[src/hw/rtl/bdws_pkg.sv]
// ----------------------------------------------------------------------------
// bdws_pkg
// Shared types and constants for the bounded deque with search.
// ----------------------------------------------------------------------------
package bdws_pkg;

    localparam int DEPTH_DEF     = 64;
    localparam int WORD_BITS_DEF = 32;
    localparam int VALUE_BITS    = 32;
    localparam int OP_BITS       = 3;
    localparam int STATUS_BITS   = 2;
    localparam int FIELD_BITS    = 7;
    localparam int GROUP_BITS    = 8;

    localparam logic [OP_BITS-1:0] OP_PUSH_BACK  = 3'd0;
    localparam logic [OP_BITS-1:0] OP_PUSH_FRONT = 3'd1;
    localparam logic [OP_BITS-1:0] OP_POP_BACK   = 3'd2;
    localparam logic [OP_BITS-1:0] OP_POP_FRONT  = 3'd3;
    localparam logic [OP_BITS-1:0] OP_FIND       = 3'd4;

    localparam logic [STATUS_BITS-1:0] ST_OK    = 2'd0;
    localparam logic [STATUS_BITS-1:0] ST_FULL  = 2'd1;
    localparam logic [STATUS_BITS-1:0] ST_EMPTY = 2'd2;
    localparam logic [STATUS_BITS-1:0] ST_MISS  = 2'd3;

    localparam logic [FIELD_BITS-1:0] IDX_NONE = 7'h7F;

    typedef struct packed {
        logic shift_up;
        logic shift_down;
        logic cmp;
    } t_cell_ctrl;

endpackage

[src/hw/rtl/bdws_cell.sv]
// ----------------------------------------------------------------------------
// bdws_cell
// One storage slot of the deque: holds a word, shifts with its neighbors,
// and registers an equality match against the search key.
// ----------------------------------------------------------------------------
module bdws_cell #(
    parameter int WORD_BITS = bdws_pkg::WORD_BITS_DEF
) (
    input  logic                  i_clk,
    input  bdws_pkg::t_cell_ctrl  i_ctrl,
    input  logic                  i_load,
    input  logic                  i_live,
    input  logic [WORD_BITS-1:0]  i_word,
    input  logic [WORD_BITS-1:0]  i_left,
    input  logic [WORD_BITS-1:0]  i_right,
    input  logic [WORD_BITS-1:0]  i_key,
    output logic [WORD_BITS-1:0]  o_data,
    output logic                  o_match
);

    logic [WORD_BITS-1:0] r_data;
    logic [WORD_BITS-1:0] n_data;
    logic                 r_match;

    always_comb begin
        n_data = r_data;
        if (i_ctrl.shift_up) begin
            n_data = i_left;
        end else if (i_ctrl.shift_down) begin
            n_data = i_right;
        end else if (i_load) begin
            n_data = i_word;
        end
    end

    always_ff @(posedge i_clk) begin
        r_data <= n_data;
        if (i_ctrl.cmp) begin
            r_match <= i_live && (r_data == i_key);
        end
    end

    assign o_data  = r_data;
    assign o_match = r_match;

endmodule

[config.mk]
export PLATFORM = sky130hd
export DESIGN_NAME = bdws_cell
export DESIGN_NICKNAME = d
export VERILOG_FILES = /design/src/hw/rtl/bdws_pkg.sv /design/src/hw/rtl/bdws_cell.sv
export SDC_FILE = /design/constraint.sdc
export NUM_CORES = 1
export LEC_CHECK = 0
export ABC_CLOCK_PERIOD_IN_PS = 2300
export BUFFER_PORTS_ARGS = -buffer_cell sky130_fd_sc_hd__buf_2
export CAP_MARGIN = 15
export CORE_ASPECT_RATIO = 0.6
export CORE_UTILIZATION = 42
export DETAILED_ROUTE_END_ITERATION = 8
export PLACE_DENSITY_LB_ADDON = 0.15
export SYNTH_ARGS = -nofsm -noshare
export SYNTH_HDL_FRONTEND = slang
export SYNTH_SLANG_ARGS = --single-unit
[constraint.sdc]
create_clock -name i_clk -period 2.3 [get_ports i_clk]
set_input_delay 0.345 -clock i_clk [delete_from_list [all_inputs] [get_ports i_clk]]
set_output_delay 0.345 -clock i_clk [all_outputs]
set_load 0.01 [all_outputs]
==> impl_results.md, run 1 <==
* Count of max-cap constraint violations at 0
* Top area cells in the synthesized netlist: edfxtp_1 (49%), mux2i_1 (16%), xor2_1 (14%), o21ai_0 (8.0%), nand2_1 (6.0%)
* Fin worst setup slack at roughly 760 ps
* Type of origin of the critical path: flop
* Initial Util at 0.438
* Total gr overflow at 0
* Clock tree from TritonCTS: built
* Clock tree root buffer cell: clkbuf_8
* Insertion delay to the later sink of the worst-skew pair at 270 ps
* Highest cell delay on the worst timing path at 410 ps
* DRC marker count from the first detailed-route iteration at 60
* Core ar. at between 4000 and 5000 um2
* Estimated wirelength of the detail-placed design at 4320 um
* Post-Layout Cell Count at ~410
* Gate count of the mapped netlist at between 150 and 200
* H-tree depth at 2
* Worst min path class: input port to flop
* Chip Height at 55.6 um
* Mean area per synthesized cell at approximately 11 um2
* Setup slack at placement at ~680 ps
* Post-route DRC violation count at 0
* Antenna violations before repair at 0
* Number of register bits inferred by synthesis at 33
* Setup skew after layout at 4.36 ps
* Area used by multi-input combinational logic at roughly 960 um2
* Slowest stage cell, crit path: nor4_1
* Final routed wire length divided by cell count at ~13 um
* Critical Path Fanout Max at 2
* Share of the yosys chip area belonging to registers at 0.493
* Number of global-route vias before repair at 1,866
* Fin. Hold Viols at 0
* Power Density at 531 nW/um2
* Largest net degree at the start of global routing at 45
* Clock transition at the registers of the reported paths at 60 ps
* Commonest cells after routing, fill and taps aside: buf_2 (166), edfxtp_1 (33), mux2i_1 (32), nand2_1 (32), o21ai_0 (32)
* Yosys cell types at 15
* Share of the synthesized area in the top cell type at 0.493
* Antenna fix cells at 0
* Synthesis warning total at 0
* Worst rel slew slack at 0.691
* Via density per instance at 4.65
* Number of nets at the end of the flow at 485
* Outcome: completed
* Number of rows in the core area at 19
* Maximum ir drop on the vdd rail at 280 uV
* CTS max path bufs at 2
* Max frequency at 650 MHz
* Clock sink count at 33
* Filler cell count at 395
* Count of pins over their slew limit at 0
* Slew at the pin closest to its max-slew limit at 459 ps
* RSZ-0062 raised after global routing: no
* Setup TNS at 0 ps
* Hold Slack at 280 ps
* Final cell utilization of the core at 0.647
* Io pins at 167
* Leading cell type in the layout, fill and taps excluded: buf_2
* Die W at around 90 um
* Global-route total usage across every layer at 0.214
* Crit-path cells: xor2_1 > nor4_1 > nand4_1 > nor3_2
* Resized Gates After CTS at 0
* Total CTS buffers at 5
* Fraction of final layout cells with drive strength greater than 1 at 0.501
* Total of buffers placed on input and output ports at between 150 and 200
* Count of antenna-violating nets left after detailed routing at 0
* Reg area at roughly 1000 um2
* Wire length reported by the detailed router at 5230 um
* Number of vias in the routed layout at between 1,500 and 2,000
* P&R area growth vs syn at 47.9%
* Number of placed instances with taps included at just over 400
* CP Capture Type: flop
* Count of hold buffers inserted by post-cts repair at 0
* Critical path arrival at 1660 ps
* Part of the cycle the worst path needs at 0.669
* Syn Nets at around 320
* Largest area contributor in the netlist: edfxtp_1
* Die area at about 5100 um2
* Pre-antenna DRT Iters at 6
* Gp weighted congestion at between 0.7 and 0.8
* Clock period minus worst slack at 1540 ps
* Final setup violating endpoints at 0
* Leakage at between 1.5 and 2 nW
* Req. time, crit path at 2420 ps
* Post-CTS Setup Bufs at 0
* Category of the critical setup timing path: flop to flop
* Global-route wire length before repair at 8400 um
* Total standard cell area after synthesis at 2010 um2
worst max-delay path: cells and delay by family (launching register included):
family | cells | cell delay [ps]
AND/OR/NAND/NOR | 3 | 810
XOR/XNOR | 1 | 190
flip-flops | 1 | 390
metal layers:
| layer | up-vias | part of all wire | GRT usage |
|---|---|---|---|
| li1 | 994 | - | - |
| met1 | 840 | 0.46 | 0.285 |
| met2 | 89 | 0.44 | 0.345 |
| met3 | 4 | 0.084 | 0.0634 |
| met4 | 0 | 0.0071 | 0.0567 |
| met5 | - | 0 | 0 |
synthesized netlist by cell type (all sizes together):
cell type / n
nor3: 2
xnor2: 1
nor4: 7
edfxtp: 33
nand3: 2
o21ai: 32
or3: 1
buf: 5
nand4: 1
nand2: 32
mux2i: 32
clkbuf: 6
xor2: 31
path summary, 6_finish.rpt:
kind	slack, ps	startpoint	depth (start not counted)	end
setup / recovery	760	o_data[24]	4	o_match
hold / removal	280	i_ctrl[0]	1	o_match
setup reg to reg	760	o_data[24]	4	o_match
hold reg to reg	720	o_data[8]	3	o_match
final cells by class:
type                            instances  area share
Tap cell                               63      0.0265
Clock buffer                            6      0.0244
Sequential cell                        33       0.334
Multi-Input combinational cell        141       0.324
Clock inverter                          1     0.00126
Timing Repair Buffer                  170       0.290
through the flow:
| step | power [mW] | instance area [um2] |
|---|---|---|
| after floorplan | 0.987 | 2010 |
| after global placement | 1.20 | 2890 |
| after detailed placement | 1.21 | 2890 |
| after CTS | 1.60 | 2970 |
| after global routing | 1.67 | 2970 |
| final | 1.58 | 2970 |
where the power goes:
group	switching [mW]	total, mW	internal (mW)
Combinational	0.193	0.399	0.207
Sequential	0.0452	0.789	0.744
Clock	0.185	0.389	0.204
Total	0.423	1.58	1.15
kinds of logic after synthesis:
family / Yosys count / synth area share
simple gates: 45 / 0.100
flops: 33 / 0.493
compound gates: 32 / 0.0797
xor+xnor: 32 / 0.140
mux: 32 / 0.160
buf+inv: 11 / 0.0274
registers in the layout, indices dropped and copies added, names as in the netlist:
| signal | count |
|---|---|
| o_match | 1 |
| o_data | 32 |
Note: power is estimated with default switching activity, not from simulation.
==> run 2: changes to the inputs <==
--- a/config.mk
+++ b/config.mk
@@ -5,11 +5,12 @@
 export SDC_FILE = /design/constraint.sdc
 export NUM_CORES = 1
 export LEC_CHECK = 0
-export ABC_CLOCK_PERIOD_IN_PS = 2300
+export ABC_AREA = 1
+export ABC_CLOCK_PERIOD_IN_PS = 1360
 export BUFFER_PORTS_ARGS = -buffer_cell sky130_fd_sc_hd__buf_2
 export CAP_MARGIN = 15
 export CORE_ASPECT_RATIO = 0.6
-export CORE_UTILIZATION = 42
+export CORE_UTILIZATION = 37
 export DETAILED_ROUTE_END_ITERATION = 8
 export PLACE_DENSITY_LB_ADDON = 0.15
 export SYNTH_ARGS = -nofsm -noshare
==> constraint.sdc (replaced) <==
create_clock -name i_clk -period 1.36 [get_ports i_clk]
set_input_delay 0.204 -clock i_clk [delete_from_list [all_inputs] [get_ports i_clk]]
set_output_delay 0.204 -clock i_clk [all_outputs]
set_load 0.01 [all_outputs]
==> impl_results.md, run 2 <==
* RSZ-0062 raised after global routing: yes
* Hold-critical path endpoint: o_match
* Synthesis warning total at 0 (unchanged)
* H-tree depth at 2 (unchanged)
* Wire length reported by the detailed router at 7130 um (+36%)
* Count of max-cap constraint violations at 0 (unchanged)
* Reg-to-reg setup timing slack at 90 ps (-670 ps)
* CTS max path bufs at 2 (unchanged)
* Number of flops mapped to enable cells by yosys at 33 (unchanged)
* Fin. Hold Viols at 0 (unchanged)
* Number of rows in the core area at 21 (+2)
* Syn Nets at 455 (+43%)
* Number of instances on the worst hold path at 1 (unchanged)
* Estimated wirelength of the detail-placed design at 5710 um (+32%)
* Final setup violating endpoints at 0 (unchanged)
* Total CTS buffers at 5 (unchanged)
* Chip Height at 62.4 um (+12%)
* Type of origin of the critical path: flop
* R2R Path Start: o_data[28]
* Count of antenna-violating nets left after detailed routing at 0 (unchanged)
* Top area cells in the synthesized netlist: edfxtp_1 (44%), nand2_1 (16%), a21oi_1 (14%), nor2_1 (8.2%), inv_1 (6.7%)
* Total standard cell area after synthesis at 2250 um2 (+12%)
* Critical Path Fanout Max at 2 (unchanged)
* Setup skew after layout at 9.71 ps (+5.36 ps)
* Global-route total usage across every layer at 0.219 (+0.00472)
* Fraction of registers with async set or reset after synthesis at 0 (unchanged)
* Leading cell type in the layout, fill and taps excluded: buf_2
* Reg-to-reg critical path endpoint: o_match
* Final routed wire length divided by cell count at 12.5 um (-0.73%)
* Io pins at 167 (unchanged)
* Share of the synthesized area in the top cell type at 0.441 (-0.0527)
* Power Density at 933 nW/um2 (+76%)
* Clock tree from TritonCTS: built
* Initial Util at 0.394 (-0.0433)
* Resized Gates After CTS at 0 (unchanged)
* Fin worst setup slack at 86.9 ps (-674 ps)
* Slew at the pin closest to its max-slew limit at 436 ps (-23.3 ps)
* Count of hold buffers inserted by post-cts repair at 0 (unchanged)
* Max frequency at 785 MHz (+21%)
* Critical path arrival at 1420 ps (-240 ps)
* Die area at 6400 um2 (+26%)
* Antenna fix cells at 0 (unchanged)
* Part of the cycle the worst path needs at 0.936 (+0.267)
* Mean area per synthesized cell at 7.00 um2 (-35%)
* Gp weighted congestion at 0.810 (+5.3%)
* Total gr overflow at 0 (unchanged)
* Clock transition at the registers of the reported paths at 80 ps (+20 ps)
* Number of register bits inferred by synthesis at 33 (unchanged)
* Largest net degree at the start of global routing at 33 (-27%)
* Number of global-route vias before repair at 2,280 (+22%)
* Count of pins over their slew limit at 0 (unchanged)
* Outcome: completed
* Pre-antenna DRT Iters at 4 (-2)
* Most used standard cell by instance count after synthesis: nand2_1
* P&R area growth vs syn at 45.6%
* Req. time, crit path at 1510 ps (-910 ps)
* Gate count of the mapped netlist at 321 (+74%)
* Post-CTS Setup Bufs at 0 (unchanged)
* Total of buffers placed on input and output ports at 166 (unchanged)
* Number of nets at the end of the flow at 621 (+28%)
* R2R depth at 7 (+3)
* Most instantiated flip-flop cell in the synthesis netlist: edfxtp_1
* Clock sink count at 33 (unchanged)
* Insertion delay to the later sink of the worst-skew pair at 280 ps (about the same)
* Fraction of final layout cells with drive strength greater than 1 at 0.383 (-0.118)
* Number of flip-flops in the largest register at 32 (unchanged)
* Core ar. at 5700 um2 (+24%)
* Worst min path class: input port to flop
* Commonest cells after routing, fill and taps aside: buf_2 (166), nand2_1 (96), a21oi_1 (64), nor2_1 (48), inv_1 (39)
* Share of the yosys chip area belonging to registers at 0.441 (-0.0527)
* Final cell utilization of the core at 0.574 (-0.0728)
* Worst rel slew slack at 0.709 (+0.0181)
* Leakage at 1.78 nW (+18%)
* Worst Min Path Start: i_ctrl[0]
* Clock tree root buffer cell: clkbuf_8
* Number of vias in the routed layout at 2,601 (+35%)
* Setup slack at placement at 59.2 ps (-622 ps)
* Clock period minus worst slack at 1270 ps (-266 ps)
* Via density per instance at 4.58 (-1.6%)
* Category of the critical setup timing path: flop to flop
* Largest area contributor in the netlist: edfxtp_1
* Post-route DRC violation count at 0 (unchanged)
* Die W at 103 um (+12%)
* Top cells by count, synth: nand2_1 (97), a21oi_1 (64), nor2_1 (49)
* CP Capture Type: flop
* Maximum ir drop on the vdd rail at 490 uV (+75%)
* DRC marker count from the first detailed-route iteration at 97 (+62%)
* Global-route wire length before repair at 10,600 um (+26%)
* Antenna violations before repair at 0 (unchanged)
* Final Total Pwr at 3.06 mW (+94%)
* Yosys cell types at 17 (+2)
==> run 2: cell types whose count changed after synthesis, moves of 2 or more <==
cell	change
mux2i_1	-32
buf_2	+9
nor4_1	-7
clkbuf_1	-6
xnor2_1	+3
or2_0	+2
inv_2	+3
xor2_1	-28
a21oi_1	+64
o21ai_0	-29
nand2_1	+65
inv_1	+40
nor2_1	+49
o21ai_1	+3
==> run 2: worst max-delay path by stage <==
stage               slack [ps]   endpoint       start  cells past startpoint
finish                      90    o_match  o_data[28]                      7
global route               -20    o_match  o_data[28]                      7
CTS                         40    o_match  o_data[28]                      7
detailed placement          60    o_match  o_data[28]                      7
global placement            50    o_match  o_data[28]                      7
floorplan                  150  o_data[0]   i_ctrl[1]                      4
==> run 2: power breakdown <==
| group | switching, mW | internal [mW] | total, mW |
|---|---|---|---|
| Clock | 0.361 | 0.539 | 0.900 |
| Combinational | 0.443 | 0.376 | 0.820 |
| Sequential | 0.0787 | 1.26 | 1.34 |
| Total | 0.883 | 2.17 | 3.06 |
==> run 2: critical path, stage by stage (launching register included) <==
cell and delay [ps]:
edfxtp_1 430, inv_2 50, nand2_1 50, o21ai_1 50, or2_1 210, nor2_2 170, nand3_1 100, nor2_1 80
==> run 2: final cells by class <==
| type | instances | area (um2) |
|---|---|---|
| clock buffer | 5 | 68.8 |
| clock inverter | 3 | 41.3 |
| fill | 573 | 2430 |
| inverter | 43 | 161 |
| multi-input combinational | 231 | 1030 |
| sequential | 33 | 991 |
| tap | 80 | 100 |
| timing repair buffer | 173 | 883 |
==> run 2: stage by stage <==
step	std cells	TNS [ps]	hold WS, ps	area (um2)
after global placement	560	0	427	3160
after detailed placement	560	0	420	3160
after CTS	568	0	122	3270
after global routing	568	-23.9	117	3270
final	568	0	130	3270
after floorplan	321	0	316	2260
==> run 2: kinds of logic after synthesis <==
kind of cell           after synthesis  share of synthesized area
flip-flops                          33                      0.441
buffers and inverters               57                      0.106
AO/OA/AOI/OAI                       72                      0.162
XOR/XNOR                             7                     0.0273
AND/OR/NAND/NOR                    152                      0.263
==> run 2: metal layers <==
layer / wire [um] / track usage / up-vias
met2: 3070 / 0.358 / 126
li1: - / - / 1351
met4: 56 / 0.0464 / 0
met1: 3290 / 0.292 / 1118
met5: 0 / 0 / -
met3: 704 / 0.0559 / 6
==> run 3: changes to the inputs <==
--- a/config.mk
+++ b/config.mk
@@ -8,10 +8,11 @@
 export ABC_AREA = 1
 export ABC_CLOCK_PERIOD_IN_PS = 1360
 export BUFFER_PORTS_ARGS = -buffer_cell sky130_fd_sc_hd__buf_2
-export CAP_MARGIN = 15
+export CAP_MARGIN = 30
 export CORE_ASPECT_RATIO = 0.6
-export CORE_UTILIZATION = 37
+export CORE_UTILIZATION = 31
 export DETAILED_ROUTE_END_ITERATION = 8
+export HOLD_SLACK_MARGIN = 0.15
 export PLACE_DENSITY_LB_ADDON = 0.15
 export SYNTH_ARGS = -nofsm -noshare
 export SYNTH_HDL_FRONTEND = slang
==> impl_results.md, run 3 (synthesized netlist as in run 2, its figures left out) <==
* Outcome: complete, but fails checks
* Violations in the final reports: design-rule violations
* RSZ-0062 raised after global routing: no
* Number of instances on the worst hold path at 3 (+2)
* Antenna violations before repair at 0 (unchanged)
* Initial Util at 0.328 (-0.0661)
* Total gr overflow at 0 (unchanged)
* Chip Height at 68.0 um (+9.0%)
* Worst rel slew slack at 0.709 (about the same)
* Fin. Hold Viols at 0 (unchanged)
* Die W at 112 um (+9.1%)
* Total CTS buffers at 5 (unchanged)
* Setup skew after layout at 2.29 ps (-7.42 ps)
* Placed inst area at 3220 um2 (+1.7%)
* Clock tree from TritonCTS: built
* Post-route cell area at 3370 um2 (+2.8%)
* Number of global-route vias before repair at 2,295 (+0.66%)
* Fraction of final layout cells with drive strength greater than 1 at 0.382 (-0.00156)
* Core ar. at 6850 um2 (+20%)
* Via density per instance at 4.48 (-2.1%)
* Die area at 7610 um2 (+19%)
* DRC marker count from the first detailed-route iteration at 167 (+72%)
* Gp weighted congestion at 0.781 (-3.6%)
* Total of buffers placed on input and output ports at 166 (unchanged)
* P&R area growth vs syn at 49.7%
* Worst min path class: input port to flop
* Type of origin of the critical path: flop
* Count of pins over their slew limit at 0 (unchanged)
* Largest net degree at the start of global routing at 33 (unchanged)
* Global-route wire length before repair at 11,000 um (+4.6%)
* Part of the cycle the worst path needs at 0.906 (-0.0304)
* Leading cell type in the layout, fill and taps excluded: buf_2
* Clock transition at the registers of the reported paths at 50 ps (-30 ps)
* Number of vias in the routed layout at 2,586 (-0.58%)
* Slew at the pin closest to its max-slew limit at 436 ps (-0.436 ps)
* Category of the critical setup timing path: flop to flop
* Commonest cells after routing, fill and taps aside: buf_2 (166), nand2_1 (96), a21oi_1 (64), nor2_1 (48), inv_1 (40)
* Power Density at 961 nW/um2 (+3.0%)
* Post-route DRC violation count at 11 (+11)
* Final routed wire length divided by cell count at 12.5 um (-0.63%)
* Pre-antenna DRT Iters at 7 (+3)
* Req. time, crit path at 1500 ps (about the same)
* Clock period minus worst slack at 1230 ps (-41.4 ps)
* CP Capture Type: flop
* Number of flip-flops in the largest register at 32 (unchanged)
* Final cell utilization of the core at 0.492 (-0.0827)
* Number of nets at the end of the flow at 623 (+0.32%)
* Leakage at 1.83 nW (+2.3%)
* H-tree depth at 2 (unchanged)
* Max frequency at 812 MHz (+3.4%)
* CTS max path bufs at 2 (unchanged)
* Antenna fix cells at 0 (unchanged)
* Wire length reported by the detailed router at 7190 um (+0.94%)
* Maximum ir drop on the vdd rail at 398 uV (-19%)
* Count of antenna-violating nets left after detailed routing at 0 (unchanged)
* Io pins at 167 (unchanged)
* Clock tree root buffer cell: clkbuf_16
* Estimated wirelength of the detail-placed design at 5810 um (+1.8%)
* R2R depth at 6 (-1)
* Insertion delay to the later sink of the worst-skew pair at 270 ps (about the same)
* Number of rows in the core area at 23 (+9.5%)
* Count of max-cap constraint violations at 0 (unchanged)
* Clock sink count at 33 (unchanged)
* Final setup violating endpoints at 0 (unchanged)
* Critical path arrival at 1370 ps (-50 ps)
* Setup TNS at 0 ps (unchanged)
* Critical Path Fanout Max at 3 (+1)
* Global-route total usage across every layer at 0.191 (-0.0281)
[run 3: changes by cell type in the layout (fill, tap and decap cells not counted), moves of 2 or more]
cell,delta
clkinv_2,+2
buf_12,+3
clkbuf_16,+5
clkbuf_8,-5
buf_4,-2
[run 3: power breakdown]
group          internal, mW  switching [mW]
registers              1.26          0.0805
logic                 0.391           0.441
clock network         0.671           0.393
total                  2.32           0.915
[run 3: area by class of cell]
| class | instances | area [um2] |
|---|---|---|
| Clock inverter | 2 | 10.0 |
| Multi-Input combinational cell | 231 | 1030 |
| Sequential cell | 33 | 991 |
| Tap cell | 87 | 109 |
| Clock buffer | 6 | 129 |
| Timing Repair Buffer | 175 | 938 |
| Fill cell | 683 | 3480 |
| Inverter | 43 | 161 |
[run 3: per-stage QoR]
stage,setup slack (ps),std cells,hold WS (ps),power (mW)
after floorplan,150,321,316,1.77
after global placement,159,568,411,2.19
after detailed placement,128,568,413,2.20
after CTS,117,577,249,3.27
after global routing,3.15,577,260,3.44
final,128,577,257,3.24
[run 3: timing repair]
item,CTS,global route
hold buffers,1,0
gates resized for setup,0,1
setup buffers,0,0
hold endpoints to repair,1,0
setup endpoints to repair,0,1
[run 3: worst max-delay path, stage by stage, from the launching register on]
cell and delay, ps:
edfxtp_1 410, nand2_1 80, o21ai_0 70, or2_0 200, nor2_1 150, nand3_1 90, nor2_1 100
[run 3: layer usage]
layer	share of wire	up-vias	wire length, um	global-route usage
met3	0.086	2	620	0.0487
met2	0.43	121	3100	0.311
met4	0.0036	0	26	0.0383
met5	0	-	0	0
met1	0.48	1104	3440	0.260
li1	-	1359	-	-
[run 3: worst paths after layout]
| path | from | end | slack [ps] |
|---|---|---|---|
| worst min-delay path | i_left[18] | o_data[18] | 260 |
| worst max register to register | o_data[31] | o_match | 130 |
| worst min register to register | o_data[23] | o_match | 810 |
| worst max-delay path | o_data[31] | o_match | 130 |
